<file path="src/rtl/ahmt_pkg.sv">
// Shared types, constants and the address hash for the address-hash memory test core.
// No dependencies; imported by address_hash_memory_test_core.
package ahmt_pkg;

  typedef logic [31:0] word_t;
  typedef logic [29:0] waddr_t;   // word address, byte address bits [31:2]
  typedef logic [3:0]  limit_t;

  typedef enum logic [1:0] {
    CmdWrite   = 2'd0,
    CmdCheck   = 2'd1,
    CmdRestart = 2'd2,
    CmdIdle    = 2'd3
  } cmd_e;

  typedef enum logic [1:0] {
    RegWindowLow   = 2'd0,
    RegWindowHigh  = 2'd1,
    RegReportLimit = 2'd2,
    RegNone        = 2'd3
  } reg_idx_e;

  localparam word_t  HashMult        = 32'd2654435761;
  localparam int     HashShift       = 15;
  localparam word_t  WordStep        = 32'd4;
  localparam word_t  WindowLowReset  = 32'h0101_0000;
  localparam word_t  WindowHighReset = 32'h0102_0000;
  localparam limit_t ReportLimitReset = 4'd8;
  localparam word_t  CountMax        = 32'hFFFF_FFFF;

  // Multiplicative hash, product kept modulo 2^32, then fold the high bits down.
  function automatic word_t hash_pattern(input word_t addr);
    word_t h;
    h = word_t'(addr * HashMult);
    return h ^ (h >> HashShift);
  endfunction

endpackage

</file>
<file path="src/rtl/address_hash_memory_test_core.sv">
// Address-hash memory test core: address walk, hashed pattern, mismatch counting.
// Depends on ahmt_pkg (types, command codes, hash function).
//
// Channel  Direction  Handshake                 Word
// in       input      in_valid_i / in_stall_o   command_i, read_data_i
// out      output     out_valid_o / out_stall_i access_valid_o .. pass_last_o
// cfg      input      cfg_valid_i / cfg_ready_o cfg_index_i, cfg_data_i
//
// One word per cycle while out_stall_i is low; an accepted word passes the input register,
// then hash, compare and counters into the result register, before it reaches the output.
// Reset clears the window to its default, the walk address to the window low bound and
// both counters. A stalled output holds the result register; one more word is taken into
// a skid register, after which in_stall_o rises until the pipeline moves again.
module address_hash_memory_test_core (
  input  logic                  clk_i,
  input  logic                  rst_ni,
  input  logic                  in_valid_i,
  output logic                  in_stall_o,
  input  logic [1:0]            command_i,
  input  ahmt_pkg::word_t       read_data_i,
  output logic                  out_valid_o,
  input  logic                  out_stall_i,
  output logic                  access_valid_o,
  output ahmt_pkg::word_t       address_o,
  output ahmt_pkg::word_t       pattern_o,
  output logic                  mismatch_o,
  output logic                  report_o,
  output ahmt_pkg::word_t       error_count_o,
  output logic                  pass_last_o,
  input  logic                  cfg_valid_i,
  output logic                  cfg_ready_o,
  input  logic [1:0]            cfg_index_i,
  input  ahmt_pkg::word_t       cfg_data_i
);
  import ahmt_pkg::*;

  // configuration
  waddr_t win_lo_q, win_hi_q;
  limit_t limit_q;

  // state
  waddr_t cur_q, cur_d;
  word_t  err_q, err_d;
  limit_t rep_cnt_q, rep_cnt_d;

  // input register and skid
  logic  s1_v_q, skid_v_q;
  cmd_e  s1_cmd_q, skid_cmd_q;
  word_t s1_rd_q, skid_rd_q;

  // result register
  logic  out_v_q;
  logic  acc_q, mis_q, rep_q, last_q;
  word_t addr_q, pat_q;

  logic  accept, adv, s1_load, fire;
  word_t lo, hi, cur, addr_sel, addr_nxt, pat;
  logic  non_empty, step, mis, rep, last;

  assign cfg_ready_o = 1'b1;
  assign in_stall_o  = skid_v_q;
  assign accept      = in_valid_i && !skid_v_q;
  assign adv         = !out_v_q || !out_stall_i;
  assign s1_load     = adv || !s1_v_q;
  assign fire        = adv && s1_v_q;

  always_ff @(posedge clk_i or negedge rst_ni) begin
    if (!rst_ni) begin
      win_lo_q <= WindowLowReset[31:2];
      win_hi_q <= WindowHighReset[31:2];
      limit_q  <= ReportLimitReset;
    end else if (cfg_valid_i) begin
      case (reg_idx_e'(cfg_index_i))
        RegWindowLow:   win_lo_q <= cfg_data_i[31:2];
        RegWindowHigh:  win_hi_q <= cfg_data_i[31:2];
        RegReportLimit: limit_q  <= cfg_data_i[3:0];
        default: ;
      endcase
    end
  end

  // Input side: take into s1 when it moves, else park one word in the skid register.
  always_ff @(posedge clk_i or negedge rst_ni) begin
    if (!rst_ni) begin
      s1_v_q   <= 1'b0;
      skid_v_q <= 1'b0;
    end else if (s1_load) begin
      s1_v_q   <= skid_v_q || accept;
      skid_v_q <= 1'b0;
    end else if (accept) begin
      skid_v_q <= 1'b1;
    end
  end

  always_ff @(posedge clk_i) begin
    if (s1_load) begin
      s1_cmd_q <= skid_v_q ? skid_cmd_q : cmd_e'(command_i);
      s1_rd_q  <= skid_v_q ? skid_rd_q : read_data_i;
    end else if (accept) begin
      skid_cmd_q <= cmd_e'(command_i);
      skid_rd_q  <= read_data_i;
    end
  end

  // Address walk, hash and mismatch accounting for the word in s1.
  always_comb begin
    lo        = {win_lo_q, 2'b00};
    hi        = {win_hi_q, 2'b00};
    cur       = {cur_q, 2'b00};
    non_empty = lo < hi;
    step      = non_empty && (s1_cmd_q == CmdWrite || s1_cmd_q == CmdCheck);
    addr_sel  = (cur < lo || cur >= hi) ? lo : cur;
    addr_nxt  = addr_sel + WordStep;  // addr_sel < hi in a non-empty window, cannot wrap
    pat       = hash_pattern(addr_sel);
    last      = step && (addr_nxt >= hi);
    mis       = step && (s1_cmd_q == CmdCheck) && (s1_rd_q != pat);
    rep       = mis && (rep_cnt_q < limit_q);

    cur_d     = cur_q;
    err_d     = err_q;
    rep_cnt_d = rep_cnt_q;
    if (s1_cmd_q == CmdRestart) begin
      cur_d     = win_lo_q;
      err_d     = '0;
      rep_cnt_d = '0;
    end else if (step) begin
      cur_d = last ? win_lo_q : addr_nxt[31:2];
      if (mis && err_q != CountMax) err_d = err_q + 32'd1;
      if (rep) rep_cnt_d = rep_cnt_q + 4'd1;
    end
  end

  always_ff @(posedge clk_i or negedge rst_ni) begin
    if (!rst_ni) begin
      cur_q     <= WindowLowReset[31:2];
      err_q     <= '0;
      rep_cnt_q <= '0;
      out_v_q   <= 1'b0;
    end else begin
      if (adv) out_v_q <= s1_v_q;
      if (fire) begin
        cur_q     <= cur_d;
        err_q     <= err_d;
        rep_cnt_q <= rep_cnt_d;
      end
    end
  end

  always_ff @(posedge clk_i) begin
    if (fire) begin
      acc_q  <= step;
      addr_q <= step ? addr_sel : '0;
      pat_q  <= step ? pat : '0;
      mis_q  <= mis;
      rep_q  <= rep;
      last_q <= last;
    end
  end

  assign out_valid_o    = out_v_q;
  assign access_valid_o = acc_q;
  assign address_o      = addr_q;
  assign pattern_o      = pat_q;
  assign mismatch_o     = mis_q;
  assign report_o       = rep_q;
  assign error_count_o  = err_q;
  assign pass_last_o    = last_q;

  // The skid register only holds a word while s1 is occupied.
  a_skid_behind_s1: assert property (@(posedge clk_i) disable iff (!rst_ni)
    skid_v_q |-> s1_v_q)
    else $error("skid register full while input register empty");

  // A report is always a mismatch, and a mismatch needs a produced address.
  a_report_mismatch: assert property (@(posedge clk_i) disable iff (!rst_ni)
    out_valid_o |-> (!report_o || mismatch_o) && (!mismatch_o || access_valid_o))
    else $error("report or mismatch without a checked address");

  // Reported count never runs past the limit it was checked against.
  a_report_bound: assert property (@(posedge clk_i) disable iff (!rst_ni)
    fire && rep |=> rep_cnt_q <= $past(limit_q) && rep_cnt_q != 4'd0)
    else $error("report counter beyond limit");

  // A stalled result holds.
  a_hold_stalled: assert property (@(posedge clk_i) disable iff (!rst_ni)
    out_valid_o && out_stall_i |=> out_valid_o && $stable(err_q) && $stable(addr_q))
    else $error("result changed while stalled");

endmodule
</file>
<file path="config.mk">
export PLATFORM = sky130hd
export DESIGN_NAME = address_hash_memory_test_core
export DESIGN_NICKNAME = d
export VERILOG_FILES = /design/src/rtl/ahmt_pkg.sv /design/src/rtl/address_hash_memory_test_core.sv
export SDC_FILE = /design/constraint.sdc
export NUM_CORES = 1
export LEC_CHECK = 0
export BUFFER_PORTS_ARGS = -buffer_cell sky130_fd_sc_hd__buf_4
export CAP_MARGIN = 30
export CORE_MARGIN = 2
export CORE_UTILIZATION = 51
export DETAILED_ROUTE_END_ITERATION = 8
export PLACE_DENSITY = 0.69
export SLEW_MARGIN = 20
export SYNTH_ARGS = -nofsm -noshare
export SYNTH_HDL_FRONTEND = slang
export SYNTH_SLANG_ARGS = --single-unit
</file>
<file path="constraint.sdc">
create_clock -name clk_i -period 13 [get_ports clk_i]
set_input_delay 1.95 -clock clk_i [delete_from_list [all_inputs] [get_ports clk_i]]
set_output_delay 1.95 -clock clk_i [all_outputs]
set_load 0.005 [all_outputs]
</file>
Word level (Yosys, flattened, before mapping)
Cells that the tools add are included.
{"block": "totals", "regBits": 269, "inputBits": 73, "elab_cells": 80}
{"block": "op_classes", "n_addsub": 3, "multipliers": 1, "magnitude_cmp": 5, "n_eq_ne": 6, "n_mux": 14, "bitwise": 2, "reduce_logical": 30}
{"cell": "$mux 32", "count": 5}
{"cell": "$mux 30", "count": 3}
{"cell": "$ge 32x32->1", "count": 2}
{"cell": "$lt 32x32->1", "count": 2}
{"cell": "$add 32x1->32 const B", "count": 1}
{"cell": "$add 32x3->32 const B", "count": 1}
{"cell": "$mul 32x32->32 const B", "count": 1}
{"cell": "$ne 32x32->1", "count": 1}
{"cell": "$ne 32x32->1 const B", "count": 1}
{"cell": "$xor 32x17->32", "count": 1}
{"cell": "$mux 4", "count": 3}
{"cell": "$reduce_and 2->1", "count": 5}
{"cell": "$logic_and 1x1->1", "count": 8}
{"cell": "$reduce_bool 2->1", "count": 4}
{"cell": "$reduce_and 3->1", "count": 2}
{"cell": "$logic_or 1x1->1", "count": 5}
{"cell": "$add 4x1->4 const B", "count": 1}
{"cell": "$eq 2x1->1 const B", "count": 2}
{"cell": "$eq 2x2->1 const B", "count": 2}
{"cell": "$logic_not 1->1", "count": 4}
{"cell": "$logic_not 2->1", "count": 2}
{"cell": "$lt 4x4->1", "count": 1}
{"cell": "$mux 1", "count": 2}
{"cell": "$mux 2", "count": 1}
{"cell": "$not 1->1", "count": 1}

Longest topological paths before layout
{"block": "depth", "word_depth": 11, "mapped_depth": 49, "depth_no_buf": 40}

Worst setup path before layout
Ideal clock, no wire load.
{"block": "synth_path", "path_kind": "reg2reg", "start": "reg win_lo_q[3]", "end": "reg rep_q (netlist: report_o) (data pin)", "setup_time_ns": 0.255, "arrival_time_ns": 11.308, "t_required_ns": 12.745, "setup_slack_ns": 1.438, "stages_incl_launch_ff": 46, "path_buffers": 10, "synth_period_minus_slack_ns": 11.562, "path_cell_list": "dfrtp_1 -> clkbuf_1 -> inv_1 -> ha_1 -> o21ai_0 -> o21ai_1 -> a2111oi_1 -> or4_1 -> a311o_1 -> buf_6 -> buf_2 -> buf_2 -> buf_2 -> mux2i_1 -> inv_1 -> fa_1 -> fa_1 -> fa_1 -> [... 10 more ...] -> buf_2 -> nand4_1 -> nor4_1 -> o21ai_1 -> and3b_1 -> buf_6 -> xnor2_2 -> o221ai_1 -> or4_1 -> nor4_1 -> nand4b_1 -> or4_1 -> buf_2 -> nor2_4 -> buf_6 -> buf_12 -> nor2_1 -> and2_1"}
{"block": "synth_between", "elab_chain_cells": 8}
{"item": "start, declared", "line": "address_hash_memory_test_core.sv:38", "rtl": "waddr_t win_lo_q, win_hi_q;"}
{"item": "start signal, assigned", "line": "address_hash_memory_test_core.sv:69", "rtl": "win_lo_q <= WindowLowReset[31:2];"}
{"item": "start signal, assigned", "line": "address_hash_memory_test_core.sv:74", "rtl": "RegWindowLow: win_lo_q <= cfg_data_i[31:2];"}
{"item": "$lt 32x32->1", "line": "address_hash_memory_test_core.sv:112", "rtl": "addr_sel = (cur < lo || cur >= hi) ? lo : cur;"}
{"item": "$logic_or 1x1->1", "line": "address_hash_memory_test_core.sv:112"}
{"item": "$mux 32", "line": "address_hash_memory_test_core.sv:112"}
{"item": "named net addr_sel[8]", "line": "address_hash_memory_test_core.sv:57", "rtl": "word_t lo, hi, cur, addr_sel, addr_nxt, pat;"}
{"item": "$mul 32x32->32", "line": "ahmt_pkg.sv:34", "rtl": "h = word_t'(addr * HashMult);"}
{"item": "$xor 32x17->32", "line": "ahmt_pkg.sv:35", "rtl": "return h ^ (h >> HashShift);"}
{"item": "$ne 32x32->1", "line": "address_hash_memory_test_core.sv:116", "rtl": "mis = step && (s1_cmd_q == CmdCheck) && (s1_rd_q != pat);"}
{"item": "$logic_and 1x1->1", "line": "address_hash_memory_test_core.sv:116"}
{"item": "named net mis", "line": "address_hash_memory_test_core.sv:58", "rtl": "logic non_empty, step, mis, rep, last;"}
{"item": "$logic_and 1x1->1", "line": "address_hash_memory_test_core.sv:117", "rtl": "rep = mis && (rep_cnt_q < limit_q);"}
{"item": "named net rep", "line": "address_hash_memory_test_core.sv:58"}
{"item": "end signal, assigned", "line": "address_hash_memory_test_core.sv:155", "rtl": "rep_q <= rep;"}
{"item": "end, declared", "line": "address_hash_memory_test_core.sv:53", "rtl": "logic acc_q, mis_q, rep_q, last_q;"}
The timed path passes the listed nets, and every way through them passes these cells.
A chain may end at the register's enable or synchronous reset.

Final worst setup path
{"block": "layout_path", "start": "reg win_lo_q[2]", "end": "reg err_q[12] (netlist: error_count_o[12])"}
{"block": "layout_between", "elab_chain_cells": 10}
{"item": "$lt 32x32->1", "line": "address_hash_memory_test_core.sv:112"}
{"item": "$logic_or 1x1->1", "line": "address_hash_memory_test_core.sv:112"}
{"item": "$mux 32", "line": "address_hash_memory_test_core.sv:112"}
{"item": "named net addr_sel[14]", "line": "address_hash_memory_test_core.sv:57"}
{"item": "$mul 32x32->32", "line": "ahmt_pkg.sv:34"}
{"item": "$xor 32x17->32", "line": "ahmt_pkg.sv:35"}
{"item": "$ne 32x32->1", "line": "address_hash_memory_test_core.sv:116"}
{"item": "$logic_and 1x1->1", "line": "address_hash_memory_test_core.sv:116"}
{"item": "$logic_and 1x1->1", "line": "address_hash_memory_test_core.sv:128", "rtl": "if (mis && err_q != CountMax) err_d = err_q + 32'd1;"}
{"item": "$reduce_bool 2->1 (no line)"}
{"item": "$reduce_and 3->1 (no line)"}
{"item": "end signal, assigned", "line": "address_hash_memory_test_core.sv:143", "rtl": "err_q <= err_d;"}
{"item": "end, declared", "line": "address_hash_memory_test_core.sv:43", "rtl": "word_t err_q, err_d;"}
The timed path passes the listed nets, and every way through them passes these cells.

==> metrics.txt <==
register bit total from synthesis 267; RSZ-0062 raised after global routing no; Die Width ~220 um; Worst R2R Start win_lo_q[2]; commonest cells after routing, fill and taps aside 392 x inv_1, 300 x ha_1, 220 x buf_4; number of cells on the worst reg-to-reg path 38; Placer Congestion roughly 1; fin nets a little over 3,000; min setup slack post-route around 0.38 ns; # H-tree levels 1; ant diodes 0; Yosys cell types 84; CP max stage delay about 0.74 ns; PortBufs between 150 and 200; initial DRC count 1,311; CP most frequent cell inv_1; critical path type flop to flop; Netlist Area Pre-Place between 20,000 and 25,000 um^2; Total Wirelength about 65,000 um; largest net degree at the start of global routing a little under 80; Slowest cell on crit path or4_1; Filler Cell Count slightly below 4,000; Crit Path Max Fanout 24; layout cells sized above 1 0.157; Worst R2R Setup Slack 0.38 ns; clock period minus worst slack approximately 13 ns; final period utilization 0.971; Slew headroom 0.461; Mean Syn Cell Area around 10 um^2; worst skew pair latency 0.59 ns; DP Worst Slack around 0.46 ns; FFs w/ async S/R, synth 0.498; vias approximately 18,000; All-Layer GR Usage 0.279; maxcap violations 0; die height about 220 um; CTS Buffer Depth 3; initial core utilization 0.518; TNS Setup 0 ns; Highest Clock Rate between 70 and 80 MHz; crit start category flop; Remaining Overflow, GRT 0; status finished clean; Final Setup Violations 0; Slew @ Worst Pin about 0.81 ns; Clock Skew 0.0165 ns; number of global-route vias before repair between 15,000 and 20,000; Critical Path Sink Type flop; final hold viol count 0; Worst Hold Path EP win_hi_q[16]; sequential area share after synthesis 0.312; average wire per standard cell 21.1 um; TritonCTS clock tree done; clock tree sinks between 200 and 300; first-pass GRT wire length around 100,000 um; commonest non-fill, non-tap cell in the layout inv_1; vias per cell roughly 5.7; clock slew at reported path FFs 0.06 ns; row cnt between 70 and 80; R2R Path End error_count_o[12]; IO Pins approximately 180; Root Buffer Master clkbuf_16; Top FF cell, synth edfxtp_1; hold path start win_hi_q[16]; CP Data Required Time 13.46 ns; Antenna Nets Post-Route 0; placed wire-length estimate just over 50,000 um; Core Footprint between 40,000 and 50,000 um^2; WHS Path Cells 1; hold crit path type flop to flop; number of synthesized flops with an enable pin ~130; initial antenna violation count 1; max-slew violation count 0; Synth Instances between 2,000 and 2,500; cts hold-fix bufs 0; area of the die between 40,000 and 50,000 um^2; DRT Pass-1 Iters 5; CP Data Arrival Time 13.09 ns; # DRC 0; TritonCTS buffer count 30; Area growth, synth to finish 13.3%; Hold Slack 0.502 ns; utilization after layout 0.587; Yosys warnings 0
-- stage by stage --
step | instances | area, um^2
after floorplan | 2285 | 23600
after global placement | 3039 | 25700
after detailed placement | 3039 | 25700
after CTS | 3095 | 26700
after global routing | 3096 | 26800
final | 3096 | 26800
-- cell type report --
| cell class | instances | area (um^2) | share of cell area |
|---|---|---|---|
| clock buffers | 34 | 776 | 0.0290 |
| clock inverters | 22 | 199 | 0.00744 |
| inverters | 395 | 1480 | 0.0555 |
| multi-input cells | 1556 | 14500 | 0.542 |
| flip-flops and latches | 267 | 7360 | 0.275 |
| well taps | 600 | 751 | 0.0281 |
| repair buffers | 222 | 1690 | 0.0632 |
-- worst max-delay path, delay by kind of cell (launching register included) --
family / cells / cell delay [ns]
AOI/OAI and AO/OA: 7 / 2.06
buffers and inverters: 10 / 1.52
and+or+nand+nor: 9 / 3.11
adders and majority gates: 10 / 4.50
muxes: 1 / 0.49
xor gates and xnor gates: 1 / 0.23
DFF: 1 / 0.55
-- state kept, by name, indices dropped and copies added, names as in the netlist, 2 cells and up --
signal and flops:
limit_q 4, s1_rd_q 32, skid_cmd_q 2, cur_q 30, skid_rd_q 32, win_lo_q 30
s1_cmd_q 2, address_o 30, rep_cnt_q 4, error_count_o 32, pattern_o 32, win_hi_q 30
-- worst max-delay path by stage --
stage          slack, ns         start                 to
6_report            0.38   win_lo_q[2]  error_count_o[12]
5_1_grt            0.007   win_lo_q[2]   error_count_o[9]
4_1_cts             0.42   win_lo_q[2]  error_count_o[12]
3_5_place_dp        0.46   win_lo_q[2]  error_count_o[11]
3_3_place_gp        0.49  win_lo_q[29]  error_count_o[12]
2_1_floorplan       1.44   win_lo_q[3]           report_o
-- cell families (layout without fill, tap and decap cells) --
kind of cell | count (synthesis) | after routing | synth area share
fa+ha+maj | 473 | 473 | 0.306
flops | 267 | 267 | 0.312
buf+inv | 462 | 673 | 0.0772
xor+xnor | 131 | 131 | 0.0507
compound gates | 349 | 349 | 0.0952
simple gates | 461 | 461 | 0.0954
other cells | 2 | 3 | 0.000318
mux | 139 | 139 | 0.0635
-- what timing repair did --
item,CTS,global route
buffers inserted,0,0
endpoints found under the setup margin,0,32
hold endpoints to repair,0,0
gates resized for setup,0,8
-- synth_stat cells (23+ instances only) --
cell type / count / area, um^2
inv_1: 395 / 1480
ha_1: 300 / 3750
fa_1: 173 / 3460
nand2_1: 137 / 514
edfxtp_1: 134 / 4020
dfrtp_1: 126 / 3150
nor2_1: 114 / 428
o21ai_0: 102 / 510
xnor2_1: 89 / 780
a21oi_1: 85 / 425
mux2_2: 72 / 811
mux2i_1: 65 / 651
nand3_1: 41 / 205
clkbuf_1: 38 / 143
xor2_1: 37 / 324
nand4_1: 33 / 206
a21o_1: 32 / 240
or4_1: 23 / 173
-- metal layers --
layer	track usage	vias to the layer above	routed length, um
li1	-	8151	-
met5	0	-	13
met4	0.0678	2	1580
met2	0.432	598	29300
met3	0.0431	101	4610
met1	0.410	8688	29800
Power is left out: the tool's default activity adds up to more than one toggle a clock period on the data nets, which glitch-free logic cannot reach.
